`src/rtl/sfr_pkg.sv`:
```
// Shared constants, status codes and the bytewise CRC16-Modbus update
// for the sync frame receiver. No dependencies.
package sfr_pkg;

	localparam logic [7:0]  SYNC_FIRST   = 8'hAA;
	localparam logic [7:0]  SYNC_SECOND  = 8'h55;
	localparam logic [15:0] CRC_INIT     = 16'hFFFF;
	localparam logic [15:0] CRC_POLY     = 16'hA001;
	localparam logic [7:0]  LEN_EXPECTED = 8'd9;

	// Frame positions
	localparam logic [3:0] POS_HUNT    = 4'd0;
	localparam logic [3:0] POS_SYNC2   = 4'd1;
	localparam logic [3:0] POS_LENGTH  = 4'd2;
	localparam logic [3:0] POS_W1_LO   = 4'd3;
	localparam logic [3:0] POS_W1_HI   = 4'd6;
	localparam logic [3:0] POS_W2_LO   = 4'd7;
	localparam logic [3:0] POS_W2_HI   = 4'd10;
	localparam logic [3:0] POS_FLAG    = 4'd11;
	localparam logic [3:0] POS_CRC_LO  = 4'd12;
	localparam logic [3:0] POS_CRC_HI  = 4'd13;

	// Result status codes
	localparam logic [1:0] ST_GOOD    = 2'd0;
	localparam logic [1:0] ST_BAD_LEN = 2'd1;
	localparam logic [1:0] ST_BAD_CRC = 2'd2;
	localparam logic [1:0] ST_BAD_PAY = 2'd3;

	// One byte through the reflected CRC16-Modbus register, eight bit steps.
	function automatic logic [15:0] crc_feed(input logic [15:0] c, input logic [7:0] b);
		logic [15:0] r;
		r = c ^ {8'h00, b};
		for (int k = 0; k < 8; k++) begin
			r = r[0] ? ((r >> 1) ^ CRC_POLY) : (r >> 1);
		end
		return r;
	endfunction

	function automatic logic exp_all_ones(input logic [31:0] w);
		return &w[30:23];
	endfunction

endpackage

```
`src/rtl/sync_frame_receiver_crc16.sv`:
```
// Sync frame receiver: AA 55 hunt, 12-byte frame capture, CRC16-Modbus check.
// Depends on sfr_pkg.
//
// Usage:
//   Input channel (in_valid, in_stall, rx_byte) takes one serial byte per beat.
//   Output channel (out_valid, out_stall, status and frame fields) delivers one
//   beat per complete frame, on the frame's fourteenth byte, counting from the AA before 55.
//   A byte goes through an input register and then updates the frame state;
//   the closing byte of a frame loads the result register, and out_valid rises
//   as that register is loaded.
//   Throughput is one byte per cycle while in_stall is low; the CRC update is one unrolled byte step.
//   When out_stall holds a waiting result, bytes that do not close a frame keep
//   flowing; a closing byte waits in the input register, and in_stall rises
//   only then, until the result beat is taken.
//   Reset (arst_n low) empties both registers, returns to the AA hunt and sets
//   the running CRC to FFFF.
//   Status: 0 good, 1 length not 9, 2 CRC mismatch, 3 bad payload (either word
//   has an all-ones exponent, or the flag is above 1), in that priority.
module sync_frame_receiver_crc16 (
	input  logic        clk,
	input  logic        arst_n,
	input  logic        in_valid,
	output logic        in_stall,
	input  logic [7:0]  rx_byte,
	output logic        out_valid,
	input  logic        out_stall,
	output logic [1:0]  status,
	output logic [31:0] first_word,
	output logic [31:0] second_word,
	output logic [7:0]  flag_byte,
	output logic [7:0]  received_length,
	output logic [15:0] received_crc,
	output logic [15:0] computed_crc
);

	logic        valid_s1;
	logic [7:0]  byte_s1;

	logic [3:0]  pos_q;
	logic [15:0] crc_q;
	logic [7:0]  length_q;
	logic [31:0] first_q;
	logic [31:0] second_q;
	logic [7:0]  flag_q;
	logic [7:0]  crc_low_q;

	logic        out_valid_q;
	logic [1:0]  status_q;
	logic [31:0] first_word_q;
	logic [31:0] second_word_q;
	logic [7:0]  flag_byte_q;
	logic [7:0]  length_out_q;
	logic [15:0] rx_crc_q;
	logic [15:0] calc_crc_q;

	logic        closes;
	logic        out_free;
	logic        advance;
	logic [15:0] rx_crc;
	logic [1:0]  status_d;

	assign closes   = (pos_q == sfr_pkg::POS_CRC_HI);
	assign out_free = !out_valid_q || !out_stall;
	assign advance  = valid_s1 && (!closes || out_free);
	assign in_stall = valid_s1 && !advance;

	assign rx_crc = {byte_s1, crc_low_q};

	always_comb begin
		if (length_q != sfr_pkg::LEN_EXPECTED) begin
			status_d = sfr_pkg::ST_BAD_LEN;
		end else if (rx_crc != crc_q) begin
			status_d = sfr_pkg::ST_BAD_CRC;
		end else if (sfr_pkg::exp_all_ones(first_q) || sfr_pkg::exp_all_ones(second_q)
				|| flag_q > 8'd1) begin
			status_d = sfr_pkg::ST_BAD_PAY;
		end else begin
			status_d = sfr_pkg::ST_GOOD;
		end
	end

	// Input register
	always_ff @(posedge clk or negedge arst_n) begin
		if (!arst_n) begin
			valid_s1 <= 1'b0;
		end else if (!in_stall) begin
			valid_s1 <= in_valid;
		end
	end

	always_ff @(posedge clk) begin
		if (in_valid && !in_stall) begin
			byte_s1 <= rx_byte;
		end
	end

	// Frame state
	always_ff @(posedge clk or negedge arst_n) begin
		if (!arst_n) begin
			pos_q     <= sfr_pkg::POS_HUNT;
			crc_q     <= sfr_pkg::CRC_INIT;
			length_q  <= 8'd0;
			first_q   <= 32'd0;
			second_q  <= 32'd0;
			flag_q    <= 8'd0;
			crc_low_q <= 8'd0;
		end else if (advance) begin
			case (pos_q) inside
				sfr_pkg::POS_SYNC2: begin
					if (byte_s1 == sfr_pkg::SYNC_SECOND) begin
						pos_q <= sfr_pkg::POS_LENGTH;
						crc_q <= sfr_pkg::CRC_INIT;
					end else begin
						pos_q <= (byte_s1 == sfr_pkg::SYNC_FIRST)
							? sfr_pkg::POS_SYNC2 : sfr_pkg::POS_HUNT;
					end
				end
				[sfr_pkg::POS_LENGTH:sfr_pkg::POS_FLAG]: begin
					crc_q <= sfr_pkg::crc_feed(crc_q, byte_s1);
					pos_q <= pos_q + 4'd1;
					case (pos_q) inside
						sfr_pkg::POS_LENGTH: length_q <= byte_s1;
						[sfr_pkg::POS_W1_LO:sfr_pkg::POS_W1_HI]:
							first_q <= {byte_s1, first_q[31:8]};
						[sfr_pkg::POS_W2_LO:sfr_pkg::POS_W2_HI]:
							second_q <= {byte_s1, second_q[31:8]};
						default: flag_q <= byte_s1;
					endcase
				end
				sfr_pkg::POS_CRC_LO: begin
					crc_low_q <= byte_s1;
					pos_q     <= sfr_pkg::POS_CRC_HI;
				end
				sfr_pkg::POS_CRC_HI: begin
					pos_q <= sfr_pkg::POS_HUNT;
				end
				default: begin
					// hunt, including the unused positions
					pos_q <= (byte_s1 == sfr_pkg::SYNC_FIRST)
						? sfr_pkg::POS_SYNC2 : sfr_pkg::POS_HUNT;
				end
			endcase
		end
	end

	// Result register
	always_ff @(posedge clk or negedge arst_n) begin
		if (!arst_n) begin
			out_valid_q <= 1'b0;
		end else if (advance && closes) begin
			out_valid_q <= 1'b1;
		end else if (!out_stall) begin
			out_valid_q <= 1'b0;
		end
	end

	always_ff @(posedge clk) begin
		if (advance && closes) begin
			status_q      <= status_d;
			first_word_q  <= first_q;
			second_word_q <= second_q;
			flag_byte_q   <= flag_q;
			length_out_q  <= length_q;
			rx_crc_q      <= rx_crc;
			calc_crc_q    <= crc_q;
		end
	end

	assign out_valid       = out_valid_q;
	assign status          = status_q;
	assign first_word      = first_word_q;
	assign second_word     = second_word_q;
	assign flag_byte       = flag_byte_q;
	assign received_length = length_out_q;
	assign received_crc    = rx_crc_q;
	assign computed_crc    = calc_crc_q;

endmodule

```
`config.mk`:
```
export PLATFORM = sky130hd
export DESIGN_NAME = sync_frame_receiver_crc16
export DESIGN_NICKNAME = d
export VERILOG_FILES = /design/src/rtl/sfr_pkg.sv /design/src/rtl/sync_frame_receiver_crc16.sv
export SDC_FILE = /design/constraint.sdc
export NUM_CORES = 1
export LEC_CHECK = 0
export BUFFER_PORTS_ARGS = -buffer_cell sky130_fd_sc_hd__buf_4
export CORE_MARGIN = 2
export CORE_UTILIZATION = 51
export DETAILED_ROUTE_END_ITERATION = 10
export PLACE_DENSITY = 0.75
export SLEW_MARGIN = 5
export SYNTH_ARGS = -nofsm -noshare
export SYNTH_HDL_FRONTEND = slang
export SYNTH_SLANG_ARGS = --single-unit
```
`constraint.sdc`:
```
create_clock -name clk -period 7 [get_ports clk]
set_clock_uncertainty 0.2 [all_clocks]
set_input_delay 0.7 -clock clk [delete_from_list [all_inputs] [get_ports clk]]
set_output_delay 0.7 -clock clk [all_outputs]
set_load 0.05 [all_outputs]
```
==> impl_metrics.tcl <==
set metrics [dict create \
    status "complete, no violations" \
    routed_wl_mm 16.0 \
    antenna_found_initial 0 \
    crit_start "pos_q[1]$_DFFE_PN0N_" \
    cp_cell_sequence "ha_1 > nor2_1 > a211oi_1 > inv_1 > nor2_4 > mux2_2" \
    ios 128 \
    syn-instance-count 488 \
    relSlewSlack_pct 38.9 \
    syn_area_um2 8640 \
    fmax_mhz 339 \
    yosysWarnings 0 \
    cts_root_buf "clkbuf_16" \
    maxCapViolations 0 \
    finalSetupTns_ps 0 \
    worstMarginPinSlew_ps 917 \
    post_cts_buffers 0 \
    fin_cells 861 \
    io_buffer_count 127 \
    seq_area_um2 6440 \
    crit_family "simple AND/OR/NAND/NOR gates" \
    gp_congestion 0.795 \
    diodes 0 \
    ir_drop_mv 0.208 \
    ys_ff_latch 232 \
    startpoint_type "flip-flop" \
    cts_buffers 22 \
    crit_buf_inv 1 \
    grt_pass1_vias 4625 \
    layout_min_cycle_time_ps 2950 \
    utilization_pct 63.6 \
    htree_levels 1 \
    drc 0 \
    viasPerCell 5.28 \
    synth_area_leaders "edfxtp_1, dfrtp_1, mux2_2" \
    seq_area_frac_synth_pct 74.5 \
    drv_slew 0 \
    cpPeakStageDelay_ps 730 \
    ctsLongestPathBuffers 3 \
    synthArstFlopShare_pct 47.4 \
    setup_violations 0 \
    worstHoldEndpoint "byte_s1[6]$_DFFE_PP_" \
    dr_total_vias 4543 \
    synthToLayoutAreaGrowth_pct 22.2 \
    reg2reg_from "pos_q[1]$_DFFE_PN0N_" \
    grt_pass1_wl_mm 25.4 \
    netlist_top_cells_count "edfxtp_1, dfrtp_1, mux2_2" \
    path_clk_slew_ps 60 \
    hold_start "rx_byte[6]" \
    period_share_pct 42.1 \
    timing.rr.end "first_q[30]$_DFFE_PN0P_" \
    crit_path_max_fanout 32 \
    dpl_cell_area_um2 9790 \
    netlist-cell-type-count 51 \
    overflow 0 \
    rsz0062_at_grt "false" \
    grt_usage_pct 18.0 \
    wire_per_inst_um 18.6 \
    first_iter_violations 344 \
    hold_path_class "input port to flip-flop" \
    final_cell_area_um2 10600 \
    yosys_most_used_dff "edfxtp_1" \
    reg2reg_slack_ps 4050 \
    syn_nets 504 \
    r2r_cells 6 \
    drtPass1Iterations 5 \
    whs_path_depth 1 \
    synth_edf_count 122 \
    path_class "flip-flop to flip-flop" \
    dp_cells 820 \
    crit_path_end_kind "flip-flop" \
    layout.nets 641 \
    p_leak_nw 4.39 \
    power_density_nw_per_um2 378 \
    final-hold-violation-count 0 \
    cp.required_ps 7160 \
    post-synth-top-count-cell "edfxtp_1" \
    cts_tree "yes" \
    drtAntennaViolNets 0 \
    dieArea_um2 18000 \
    multiInputGateArea_um2 2070 \
    fillers 1213 \
    critical-path-slowest-cell "nor2_4" \
    core_um2 16600 \
    initial_core_util_pct 52.1 \
    arrival_ps 3110 \
    grt_start_max_net_pins 72 \
    postSynthAreaPerCell_um2 17.7 \
    layout-drive-gt1-share_pct 43.8 \
    die_height_um 134 \
    yosysTopAreaCell "edfxtp_1" \
    die_w_um 134 \
    clk_latency_ps 490 \
    yosys.area.top_type_share_pct 42.4 \
    clock-sinks 232 \
    hpwl_mm 10.4 \
    num_rows 47 \
]
## cell type report
cell class | count | area share, %
inverters | 6 | 0.213
clock inverters | 12 | 1.49
well taps | 220 | 2.61
repair buffers | 132 | 9.42
clock buffers | 28 | 5.63
flip-flops and latches | 232 | 61.0
multi-input cells | 231 | 19.6
## layer usage
layer / wire [um] / vias to the layer above / global-route usage (%)
li1: - / 2082 / -
met5: 0 / - / 0
met3: 921 / 21 / 2.61
met1: 6810 / 2301 / 24.6
met2: 8050 / 139 / 30.8
met4: 264 / 0 / 5.03
## stage by stage
| step | worst slack [ps] | power, mW | hold slack [ps] |
|---|---|---|---|
| after floorplan | 388 | 2.59 | 204 |
| after CTS | 4060 | 4.02 | 168 |
| after detailed placement | 4060 | 2.79 | 231 |
| after global routing | 3820 | 4.18 | 172 |
| after global placement | 4150 | 2.74 | 229 |
| final | 4050 | 3.99 | 188 |
## where the power goes
| part | switching [mW] | internal (mW) | leakage (nW) |
|---|---|---|---|
| clock network | 0.472 | 0.748 | 0.372 |
| registers | 0.250 | 1.77 | 2.57 |
| logic | 0.322 | 0.429 | 1.45 |
| total | 1.04 | 2.95 | 4.39 |
## worst max path at each step
| stage | to | slack, ps | cells after the start |
|---|---|---|---|
| after detailed placement | first_q[9]$_DFFE_PN0P_ | 4060 | 6 |
| final | first_q[30]$_DFFE_PN0P_ | 4050 | 6 |
| after floorplan | computed_crc[0]$_DFFE_PP_ | 390 | 5 |
| after global placement | first_q[27]$_DFFE_PN0P_ | 4150 | 6 |
| after CTS | first_q[9]$_DFFE_PN0P_ | 4060 | 6 |
| after global routing | first_q[30]$_DFFE_PN0P_ | 3820 | 6 |
## cells in the final DEF, fill, tap and decap left out, types with 3 or more instances in the layout
cell type,count
a21oi_1,10
a31oi_1,5
and2_1,3
buf_4,131
bufinv_16,4
clkbuf_1,5
clkbuf_16,23
clkinv_2,6
dfrtp_1,94
dfstp_2,16
edfxtp_1,122
ha_1,4
inv_1,6
mux2_2,87
nand2_1,6
nand3_1,4
nand4_1,5
nor2_1,18
nor4_1,5
nor4bb_1,3
o21ai_0,8
o22a_1,6
xnor2_1,13
xor2_1,19
## registers in the layout, indices dropped and copies added, names as in the netlist
name,count
first_word,32
out_valid,1
crc_low_q,8
pos_q,4
second_q,32
received_crc,16
crc_q,16
length_q,8
status,2
flag_byte,8
flag_q,8
computed_crc,16
received_length,8
valid_s1,1
first_q,32
second_word,32
byte_s1,8
## logic make-up after synthesis
logic type,Yosys count,share of synthesized area (%)
AND/OR/NAND/NOR,62,4.22
multiplexers,88,11.5
flip-flops,232,74.5
buffers and inverters,25,1.74
XOR/XNOR,37,4.42
AO/OA/AOI/OAI,40,3.06
adder cells (fa/ha/maj),4,0.579
## what timing repair did
| item | in CTS | in global routing |
|---|---|---|
| hold endpoints to repair | 39 | 0 |
| resized for setup | 0 | 0 |
| hold buffers | 1 | 0 |
No activity file was read; power rests on OpenSTA's default activity.
